<file path="src/rtl/core/mice_pkg.sv">
// Shared types and constants for the monochrome icon color expander.
// No dependencies; every module of the block imports this package.
package mice_pkg;

    // Stream phase: which kind of byte the front expects next.
    typedef enum logic [1:0] {
        PH_WIDTH  = 2'd0,
        PH_HEIGHT = 2'd1,
        PH_DATA   = 2'd2
    } phase_t;

    // Configuration register indexes.
    localparam logic REG_FORE = 1'b0;
    localparam logic REG_BACK = 1'b1;

    localparam int BYTE_W   = 8;
    localparam int WORD_W   = 16;
    localparam int COUNT_W  = 4;   // words per command, 1 to 8
    localparam int BIT_IDX_W = 3;  // bit position inside a byte
    localparam logic [BYTE_W-1:0] MSB_MASK = 8'h80;

    // Command queue between front and back.
    localparam int QDEPTH = 4;
    localparam int QPTR_W = $clog2(QDEPTH);
    localparam int QCNT_W = $clog2(QDEPTH + 1);

    // One classified input byte, ready for expansion.
    typedef struct packed {
        logic               is_header;
        logic [BYTE_W-1:0]  data;
        logic [COUNT_W-1:0] count;
        logic               icon_end;
    } cmd_t;

    // Queue status seen by the front and the back.
    typedef struct packed {
        logic full;
        logic head_valid;
    } queue_stat_t;

endpackage

</file>
<file path="src/rtl/core/mice_front.sv">
// Front end: accepts icon bytes, tracks header/row/column position and
// turns each byte, zero-width row bytes aside, into an expansion command. Depends on mice_pkg.
module mice_front
    import mice_pkg::*;
(
    input  logic              clk,
    input  logic              rst_n,
    input  logic              s_tvalid,
    output logic              s_tready,
    input  logic [BYTE_W-1:0] s_tdata,      // [7:0] icon_byte
    input  queue_stat_t       qstat,
    output logic              push,
    output cmd_t              push_cmd
);

    phase_t            phase_reg, phase_next;
    logic [BYTE_W-1:0] width_reg, width_next;
    logic [BYTE_W-1:0] height_reg, height_next;
    logic [BYTE_W-1:0] row_reg, row_next;
    logic [BYTE_W-1:0] col_reg, col_next;

    logic              accept;
    logic [BYTE_W:0]   remain;
    logic [COUNT_W-1:0] n_pix;
    logic              row_end;
    logic              icon_end;

    assign s_tready = !qstat.full;
    assign accept   = s_tvalid && s_tready;

    always_ff @(posedge clk or negedge rst_n)
    begin
        if (!rst_n)
        begin
            phase_reg  <= PH_WIDTH;
            width_reg  <= '0;
            height_reg <= '0;
            row_reg    <= '0;
            col_reg    <= '0;
        end
        else
        begin
            phase_reg  <= phase_next;
            width_reg  <= width_next;
            height_reg <= height_next;
            row_reg    <= row_next;
            col_reg    <= col_next;
        end
    end

    always_comb
    begin
        remain   = {1'b0, width_reg} - {1'b0, col_reg};
        row_end  = (remain <= 9'd8);
        n_pix    = row_end ? remain[COUNT_W-1:0] : COUNT_W'(8);
        icon_end = row_end && (({1'b0, row_reg} + 9'd1) >= {1'b0, height_reg});

        phase_next  = phase_reg;
        width_next  = width_reg;
        height_next = height_reg;
        row_next    = row_reg;
        col_next    = col_reg;
        push        = 1'b0;
        push_cmd.is_header = 1'b1;
        push_cmd.data      = s_tdata;
        push_cmd.count     = COUNT_W'(1);
        push_cmd.icon_end  = 1'b0;

        case (phase_reg)
            PH_HEIGHT:
            begin
                if (accept)
                begin
                    height_next = s_tdata;
                    row_next    = '0;
                    col_next    = '0;
                    phase_next  = (s_tdata == '0) ? PH_WIDTH : PH_DATA;
                    push        = 1'b1;
                end
            end
            PH_DATA:
            begin
                push_cmd.is_header = 1'b0;
                push_cmd.count     = n_pix;
                push_cmd.icon_end  = icon_end;
                if (accept)
                begin
                    // A zero-width row eats its byte without producing words.
                    push = (n_pix != '0);
                    if (row_end)
                    begin
                        col_next = '0;
                        row_next = row_reg + 8'd1;
                        if (icon_end)
                        begin
                            row_next   = '0;
                            phase_next = PH_WIDTH;
                        end
                    end
                    else
                    begin
                        col_next = col_reg + BYTE_W'(n_pix);
                    end
                end
            end
            default:
            begin
                if (accept)
                begin
                    width_next = s_tdata;
                    phase_next = PH_HEIGHT;
                    push       = 1'b1;
                end
            end
        endcase
    end

endmodule

</file>
<file path="src/rtl/core/mice_queue.sv">
// Short command queue that decouples the front from the back.
// Depends on mice_pkg for the command type and depth constants.
module mice_queue
    import mice_pkg::*;
(
    input  logic        clk,
    input  logic        rst_n,
    input  logic        push,
    input  cmd_t        push_cmd,
    input  logic        pop,
    output cmd_t        head_cmd,
    output queue_stat_t qstat
);

    cmd_t              store [QDEPTH];
    logic [QPTR_W-1:0] wr_reg, wr_next;
    logic [QPTR_W-1:0] rd_reg, rd_next;
    logic [QCNT_W-1:0] cnt_reg, cnt_next;
    logic              do_push, do_pop;

    assign qstat.full       = (cnt_reg == QCNT_W'(QDEPTH));
    assign qstat.head_valid = (cnt_reg != '0);
    assign head_cmd         = store[rd_reg];

    assign do_push = push && !qstat.full;
    assign do_pop  = pop && qstat.head_valid;

    always_comb
    begin
        wr_next  = do_push ? wr_reg + QPTR_W'(1) : wr_reg;
        rd_next  = do_pop ? rd_reg + QPTR_W'(1) : rd_reg;
        cnt_next = cnt_reg;
        if (do_push && !do_pop)
            cnt_next = cnt_reg + QCNT_W'(1);
        else if (do_pop && !do_push)
            cnt_next = cnt_reg - QCNT_W'(1);
    end

    always_ff @(posedge clk or negedge rst_n)
    begin
        if (!rst_n)
        begin
            wr_reg  <= '0;
            rd_reg  <= '0;
            cnt_reg <= '0;
        end
        else
        begin
            wr_reg  <= wr_next;
            rd_reg  <= rd_next;
            cnt_reg <= cnt_next;
        end
    end

    always_ff @(posedge clk)
    begin
        if (do_push)
            store[wr_reg] <= push_cmd;
    end

endmodule

</file>
<file path="src/rtl/core/mice_back.sv">
// Back end: expands the command at the queue head into output words, one per
// cycle unless stalled, via a registered output stage. Depends on mice_pkg.
module mice_back
    import mice_pkg::*;
(
    input  logic              clk,
    input  logic              rst_n,
    input  cmd_t              head_cmd,
    input  queue_stat_t       qstat,
    output logic              pop,
    input  logic [WORD_W-1:0] fore_color,
    input  logic [WORD_W-1:0] back_color,
    output logic              m_tvalid,
    input  logic              m_tready,
    output logic [WORD_W-1:0] m_tdata,      // [15:0] out_word
    output logic [1:0]        m_tuser,      // [0] is_header, [1] last_of_item
    output logic              m_tlast       // icon_done
);

    logic [BIT_IDX_W-1:0] idx_reg, idx_next;
    logic                 valid_reg, valid_next;
    logic [WORD_W-1:0]    word_reg, word_next;
    logic                 hdr_reg, hdr_next;
    logic                 last_reg, last_next;
    logic                 done_reg, done_next;

    logic                 load;
    logic                 final_word;
    logic [BYTE_W-1:0]    bit_mask;

    assign load       = qstat.head_valid && (!valid_reg || m_tready);
    assign final_word = ({1'b0, idx_reg} + COUNT_W'(1)) == head_cmd.count;
    assign bit_mask   = MSB_MASK >> idx_reg;
    assign pop        = load && final_word;

    always_comb
    begin
        idx_next   = idx_reg;
        valid_next = valid_reg && !m_tready;
        word_next  = word_reg;
        hdr_next   = hdr_reg;
        last_next  = last_reg;
        done_next  = done_reg;
        if (load)
        begin
            valid_next = 1'b1;
            hdr_next   = head_cmd.is_header;
            last_next  = final_word;
            done_next  = final_word && head_cmd.icon_end;
            if (head_cmd.is_header)
                word_next = {{(WORD_W-BYTE_W){1'b0}}, head_cmd.data};
            else if ((head_cmd.data & bit_mask) != '0)
                word_next = fore_color;
            else
                word_next = back_color;
            idx_next = final_word ? '0 : idx_reg + BIT_IDX_W'(1);
        end
    end

    always_ff @(posedge clk or negedge rst_n)
    begin
        if (!rst_n)
        begin
            idx_reg   <= '0;
            valid_reg <= 1'b0;
        end
        else
        begin
            idx_reg   <= idx_next;
            valid_reg <= valid_next;
        end
    end

    always_ff @(posedge clk)
    begin
        word_reg <= word_next;
        hdr_reg  <= hdr_next;
        last_reg <= last_next;
        done_reg <= done_next;
    end

    assign m_tvalid = valid_reg;
    assign m_tdata  = word_reg;
    assign m_tuser  = {last_reg, hdr_reg};
    assign m_tlast  = done_reg;

endmodule

</file>
<file path="src/rtl/core/mono_icon_color_expander.sv">
// Top level of the monochrome icon color expander: configuration registers,
// front end, command queue and back end. Depends on mice_pkg and all mice_* modules.
//
// An icon arrives as bytes: width, height, then row bitmap bytes, MSB first,
// each row padded to a byte. Width and height come back as header words; each
// bitmap bit inside the row becomes a fore or back color word, padding bits
// produce nothing. The output port moves one word per cycle while m_tready is high,
// so a full data byte gives 8 words, a header byte one, a row's last byte 1 to 8;
// the input takes a byte every cycle while the four-entry command queue has room,
// and a zero-width row byte is taken without any output. The user must write colors
// through cfg_we/cfg_addr/cfg_wdata while the block is idle; it is not enforced.
module mono_icon_color_expander
    import mice_pkg::*;
(
    input  logic              clk,
    input  logic              rst_n,
    input  logic              cfg_we,
    input  logic              cfg_addr,
    input  logic [WORD_W-1:0] cfg_wdata,
    input  logic              s_tvalid,
    output logic              s_tready,
    input  logic [BYTE_W-1:0] s_tdata,      // [7:0] icon_byte
    output logic              m_tvalid,
    input  logic              m_tready,
    output logic [WORD_W-1:0] m_tdata,      // [15:0] out_word
    output logic [1:0]        m_tuser,      // [0] is_header, [1] last_of_item
    output logic              m_tlast       // icon_done
);

    logic [WORD_W-1:0] fore_reg, fore_next;
    logic [WORD_W-1:0] back_reg, back_next;

    logic        push, pop;
    cmd_t        push_cmd, head_cmd;
    queue_stat_t qstat;

    always_comb
    begin
        fore_next = fore_reg;
        back_next = back_reg;
        if (cfg_we)
        begin
            case (cfg_addr)
                REG_FORE: fore_next = cfg_wdata;
                REG_BACK: back_next = cfg_wdata;
                default:  fore_next = fore_reg;
            endcase
        end
    end

    always_ff @(posedge clk or negedge rst_n)
    begin
        if (!rst_n)
        begin
            fore_reg <= 16'hFFFF;
            back_reg <= 16'h0000;
        end
        else
        begin
            fore_reg <= fore_next;
            back_reg <= back_next;
        end
    end

    mice_front u_front (
        .clk      (clk),
        .rst_n    (rst_n),
        .s_tvalid (s_tvalid),
        .s_tready (s_tready),
        .s_tdata  (s_tdata),
        .qstat    (qstat),
        .push     (push),
        .push_cmd (push_cmd)
    );

    mice_queue u_queue (
        .clk      (clk),
        .rst_n    (rst_n),
        .push     (push),
        .push_cmd (push_cmd),
        .pop      (pop),
        .head_cmd (head_cmd),
        .qstat    (qstat)
    );

    mice_back u_back (
        .clk        (clk),
        .rst_n      (rst_n),
        .head_cmd   (head_cmd),
        .qstat      (qstat),
        .pop        (pop),
        .fore_color (fore_reg),
        .back_color (back_reg),
        .m_tvalid   (m_tvalid),
        .m_tready   (m_tready),
        .m_tdata    (m_tdata),
        .m_tuser    (m_tuser),
        .m_tlast    (m_tlast)
    );

    // The end of an icon is always the last word of its byte and never a header.
    a_done_is_last: assert property (@(posedge clk) disable iff (!rst_n)
        m_tvalid && m_tlast |-> m_tuser[1] && !m_tuser[0])
        else $error("icon_done on a header or mid-byte word");

    // A header is a single word that carries an 8-bit size.
    a_header_shape: assert property (@(posedge clk) disable iff (!rst_n)
        m_tvalid && m_tuser[0] |-> m_tuser[1] && (m_tdata[15:8] == 8'h00))
        else $error("malformed header word");

    // A push must never be dropped by a full queue.
    a_no_overflow: assert property (@(posedge clk) disable iff (!rst_n)
        push |-> !qstat.full)
        else $error("command pushed into full queue");

endmodule

</file>
<file path="config.mk">
export PLATFORM = sky130hd
export DESIGN_NAME = mono_icon_color_expander
export DESIGN_NICKNAME = d
export VERILOG_FILES = /design/src/rtl/core/mice_pkg.sv /design/src/rtl/core/mice_front.sv /design/src/rtl/core/mice_queue.sv /design/src/rtl/core/mice_back.sv /design/src/rtl/core/mono_icon_color_expander.sv
export SDC_FILE = /design/constraint.sdc
export NUM_CORES = 1
export LEC_CHECK = 0
export ABC_AREA = 0
export BUFFER_PORTS_ARGS = -buffer_cell sky130_fd_sc_hd__buf_2
export CAP_MARGIN = 20
export CORE_UTILIZATION = 40
export CTS_CLUSTER_SIZE = 12
export DETAILED_ROUTE_END_ITERATION = 8
export SLEW_MARGIN = 15
export SYNTH_ARGS = -nofsm -noshare
export SYNTH_HDL_FRONTEND = slang
export SYNTH_SLANG_ARGS = --single-unit
</file>
<file path="constraint.sdc">
create_clock -name clk -period 5.8 [get_ports clk]
set_input_delay 0.29 -clock clk [delete_from_list [all_inputs] [get_ports clk]]
set_output_delay 0.29 -clock clk [all_outputs]
set_load 0.1 [all_outputs]
</file>
==> results.env <==
RUN_STATUS='complete, no violations'
LAYOUT.NETS=653
SYNTH-SEQ-AREA-SHARE=0.5842
ROUTE.DETAILED.DRC=0
CTS_BUFFERS=17
DP_HPWL_MM=9.913
NETLIST-CELL-TYPE-COUNT=54
DRT_FIRST_PASS_ITERS=4
NUM_ROWS=48
LAYOUT_MIN_CYCLE_TIME_PS=4236
RR_WORST_DEPTH=15
SYNTH_WARNINGS=0
TOP_REGISTER='u_queue.store'
MAX_CLOCK_FREQ_GHz=0.2361
SYNTH.CELL_AREA_MM2=0.007188
FINALSETUPVIOLATIONS=0
USE_MET2=0.2798
MIN_DELAY_WORST_ENDPOINT='back_reg[10]'
VIAS=4323
MAXIMUM_NUMBER_OF_PINS_ON_ONE_NET_BEFORE_GLOBAL_ROUTE_REPAIR=78
ANTENNA-DIODE-COUNT=0
POWER.SHARE.CLOCK=0.225
SEQ_POWER_SHARE=0.356
TIMING.FINAL.CRIT_SHARE=0.7303
DRT_ITER0_MARKERS=209
CHIPHEIGHT_UM=136.1
PATH_CLASS='reg2reg'
SYNTH_EDF_COUNT=75
FINAL-HOLD-VIOLATION-COUNT=0
PLACEMENT.IO_BUFFERS=50
CLK_LATENCY_PS=420
ANT_NETS_AFTER_ROUTE=0
NUMCLOCKSINKS=152
POWERDENSITY_mW_PER_MM2=563.9
CRIT_REQUIRED_PS=6150
DETAILED_PLACE.AREA_MM2=0.007649
GLOBAL_ROUTE_WIRE_LENGTH_BEFORE_REPAIR_MM=23.15
GRT_ANTENNA_BEFORE_REPAIR=0
CP_MAX_FO=15
TIMING.HOLD.WORST.CLASS='in2reg'
SYN-INSTANCE-COUNT=528
WORST_EP_ARRIVAL_TIME_PS=4580
GRT-OVFL-TOTAL=0
HOLD_PATH_STARTPOINT='cfg_wdata[10]'
CORE-AREA_MM2=0.01742
FINALSETUPTNS_PS=0
LARGEST_REG_FLOPS=56
DIEWIDTH_UM=136.1
FRACTION_OF_REGISTERS_WITH_ASYNC_SET_RESET=0.5066
CRIT_PATH_END_KIND='flip-flop'
WORST_PATH_LARGEST_CELL_DELAY_PS=460
MET1_USAGE=0.2058
TIMING_MAX_TRANSITION_VIOLATIONS_FINAL=0
RRSETUPSLACK_PS=1560
VIAS_PER_INST=5.246
MOSTFREQUENTLAYOUTCELLS='75 x edfxtp_1, 61 x dfrtp_1, 49 x mux2_2, 49 x buf_2, 34 x ha_1'
NETSWITCHINGPOWER_mW=1.903
HTREE_NUM_LEVELS=4
DRIVE_GT1_FRAC=0.2788
SYN_NETS=595
AVGROUTEDWIREPERCELL_UM=17.25
MET3_USAGE=0.03729
WORST_IR_DROP_VDD_uV=491.4
SYN_AVG_CELL_AREA_UM2=13.61
HOLD-WORST-SLACK_PS=112.5
GRTUSAGETOTAL=0.1676
PLACE.GP.CONGESTION=0.8788
PIN_COUNT=51
TRITONCTS='yes'
FIRST_GLOBAL_VIAS=4543
MOSTFREQUENTLAYOUTCELL='edfxtp_1'
CLOCK_TREE.BUFFER_DEPTH=2
CTSROOTBUFFERMASTER='clkbuf_16'
SWITCHING_SHARE=0.4089
INITIAL_CORE_UTIL=0.4127
MIN_PATH_CELLS=2
REG2REG_TO='u_queue.cnt_reg[2]'
SYNTH-MAIN-FF-CELL='edfxtp_1'
CRIT_PATH_CELL_TRACE='inv_1 -> ha_1 -> nor2b_1 -> o311ai_0 -> o41ai_1 -> a311oi_1 -> nand3_1 -> nor2_1 -> o31a_1 -> ha_1 -> inv_1 -> fa_1 -> xor2_1 -> nor2_1 -> xor2_1'
CP-START-KIND='flip-flop'
AREA_DELTA_SYNTH_FINAL_PCT=14.83
DIE_AREA_MM2=0.01851
CRITICAL_PATH.SLOWEST_CELL='dfrtp_1'
POST-ROUTE-CELL-AREA_MM2=0.008254
SLEW_HEADROOM=0.3793
YS_SEQ_ELEMENTS=152
TIMING.CLOCK.SKEW_PS=7.687
WORST_SLEW_PIN_SLEW_PS=930.0
TOP_USAGE_LAYER='met2'
CLK_PIN_SLEW_WORST_PATHS_PS=60
UNREPAIRED_SETUP_ENDPOINTS_AFTER_GLOBAL_ROUTING='false'
POSTROUTEWIRELENGTH_MM=14.21
POSTLAYOUTCOREUTIL=0.4739
INTPOWER_mW=2.751
MAX-CAP-VIOLATIONS=0
P_LEAK_nW=3.388
CRIT-REG2REG-LAUNCH='u_front.col_reg[1]'
COMB_POWER_SHARE=0.419
through the flow:
step / worst slack (ps) / total power, mW / instances
after floorplan: 2141 / 3.261 / 528
after global placement: 1783 / 3.573 / 790
after detailed placement: 1585 / 3.636 / 790
after CTS: 1580 / 4.696 / 822
after global routing: 1204 / 4.927 / 824
final: 1564 / 4.655 / 824
worst max path at each step:
| stage | startpoint | to | slack [ps] | depth (start not counted) |
|---|---|---|---|---|
| 2_1_floorplan | u_front.col_reg[1] | u_front.col_reg[7] | 2140 | 15 |
| 3_3_place_gp | u_front.col_reg[1] | u_queue.cnt_reg[2] | 1780 | 15 |
| 3_5_place_dp | u_front.col_reg[1] | u_queue.cnt_reg[2] | 1590 | 15 |
| 4_1_cts | u_front.col_reg[1] | u_queue.cnt_reg[2] | 1580 | 15 |
| 5_1_grt | u_front.col_reg[1] | u_queue.cnt_reg[2] | 1200 | 15 |
| 6_report | u_front.col_reg[1] | u_queue.cnt_reg[2] | 1560 | 15 |
timing repair:
item | CTS | global route
hold buffers | 0 | 1
hold endpoints to repair | 0 | 31
gates resized for setup | 0 | 0
setup buffers | 0 | 0
power groups by stage:
stage / logic [mW] / clock network, mW / registers, mW
3_3_place_gp: 1.91 / 0 / 1.67
3_5_place_dp: 1.96 / 0 / 1.68
4_1_cts: 1.96 / 1.08 / 1.66
2_1_floorplan: 1.22 / 0 / 2.04
5_1_grt: 2.12 / 1.12 / 1.69
6_report: 1.95 / 1.05 / 1.66
routing by layer:
| layer | part of all wire | vias up |
|---|---|---|
| met2 | 0.49 | 104 |
| met4 | 0.022 | 0 |
| met1 | 0.44 | 2151 |
| li1 | - | 2047 |
| met3 | 0.040 | 21 |
| met5 | 0 | - |
worst max-delay path: cells and delay by family (launching register included):
| family | cells | cell delay [ps] |
|---|---|---|
| AOI/OAI and AO/OA | 4 | 1190 |
| xor gates and xnor gates | 2 | 320 |
| adders and majority gates | 3 | 890 |
| buffers and inverters | 2 | 150 |
| DFF | 1 | 460 |
| and+or+nand+nor | 4 | 1150 |
kinds of logic after synthesis:
logic type / share of synthesized area
xor gates and xnor gates: 0.02803
AOI/OAI and AO/OA: 0.07154
adders and majority gates: 0.06754
muxes: 0.1445
DFF: 0.5842
and+or+nand+nor: 0.07363
buffers and inverters: 0.03064
synth_stat cells (3+ instances only):
cell,number,share of area
edfxtp_1,75,0.31
dfrtp_1,61,0.21
mux2_2,49,0.077
ha_1,34,0.059
nand2_1,32,0.017
inv_1,30,0.016
nor2_1,26,0.014
dfstp_2,16,0.058
mux2i_1,16,0.022
o21ai_1,16,0.011
a21oi_1,14,0.0097
mux4_2,14,0.044
xnor2_1,14,0.017
nand3_1,12,0.0084
clkbuf_1,10,0.0052
xor2_1,9,0.011
nand2b_1,8,0.0070
and2_1,7,0.0061
nor3_1,7,0.0049
o21ai_0,7,0.0049
a21o_1,6,0.0063
nor2b_1,6,0.0052
a22o_1,4,0.0049
buf_4,4,0.0042
a222oi_1,3,0.0042
a22oi_1,3,0.0031
fa_1,3,0.0084
o21bai_1,3,0.0031
o31ai_1,3,0.0031
or3_1,3,0.0026
cell type report:
| class | count | area, um^2 |
|---|---|---|
| inverter | 31 | 116.4 |
| clock inverter | 12 | 86.33 |
| fill | 1543 | 9163 |
| timing repair buffer | 56 | 312.8 |
| multi-input combinational | 328 | 2769 |
| tap | 225 | 281.5 |
| sequential | 152 | 4199 |
| clock buffer | 20 | 489.2 |
Note: power is estimated with default switching activity, not from simulation.
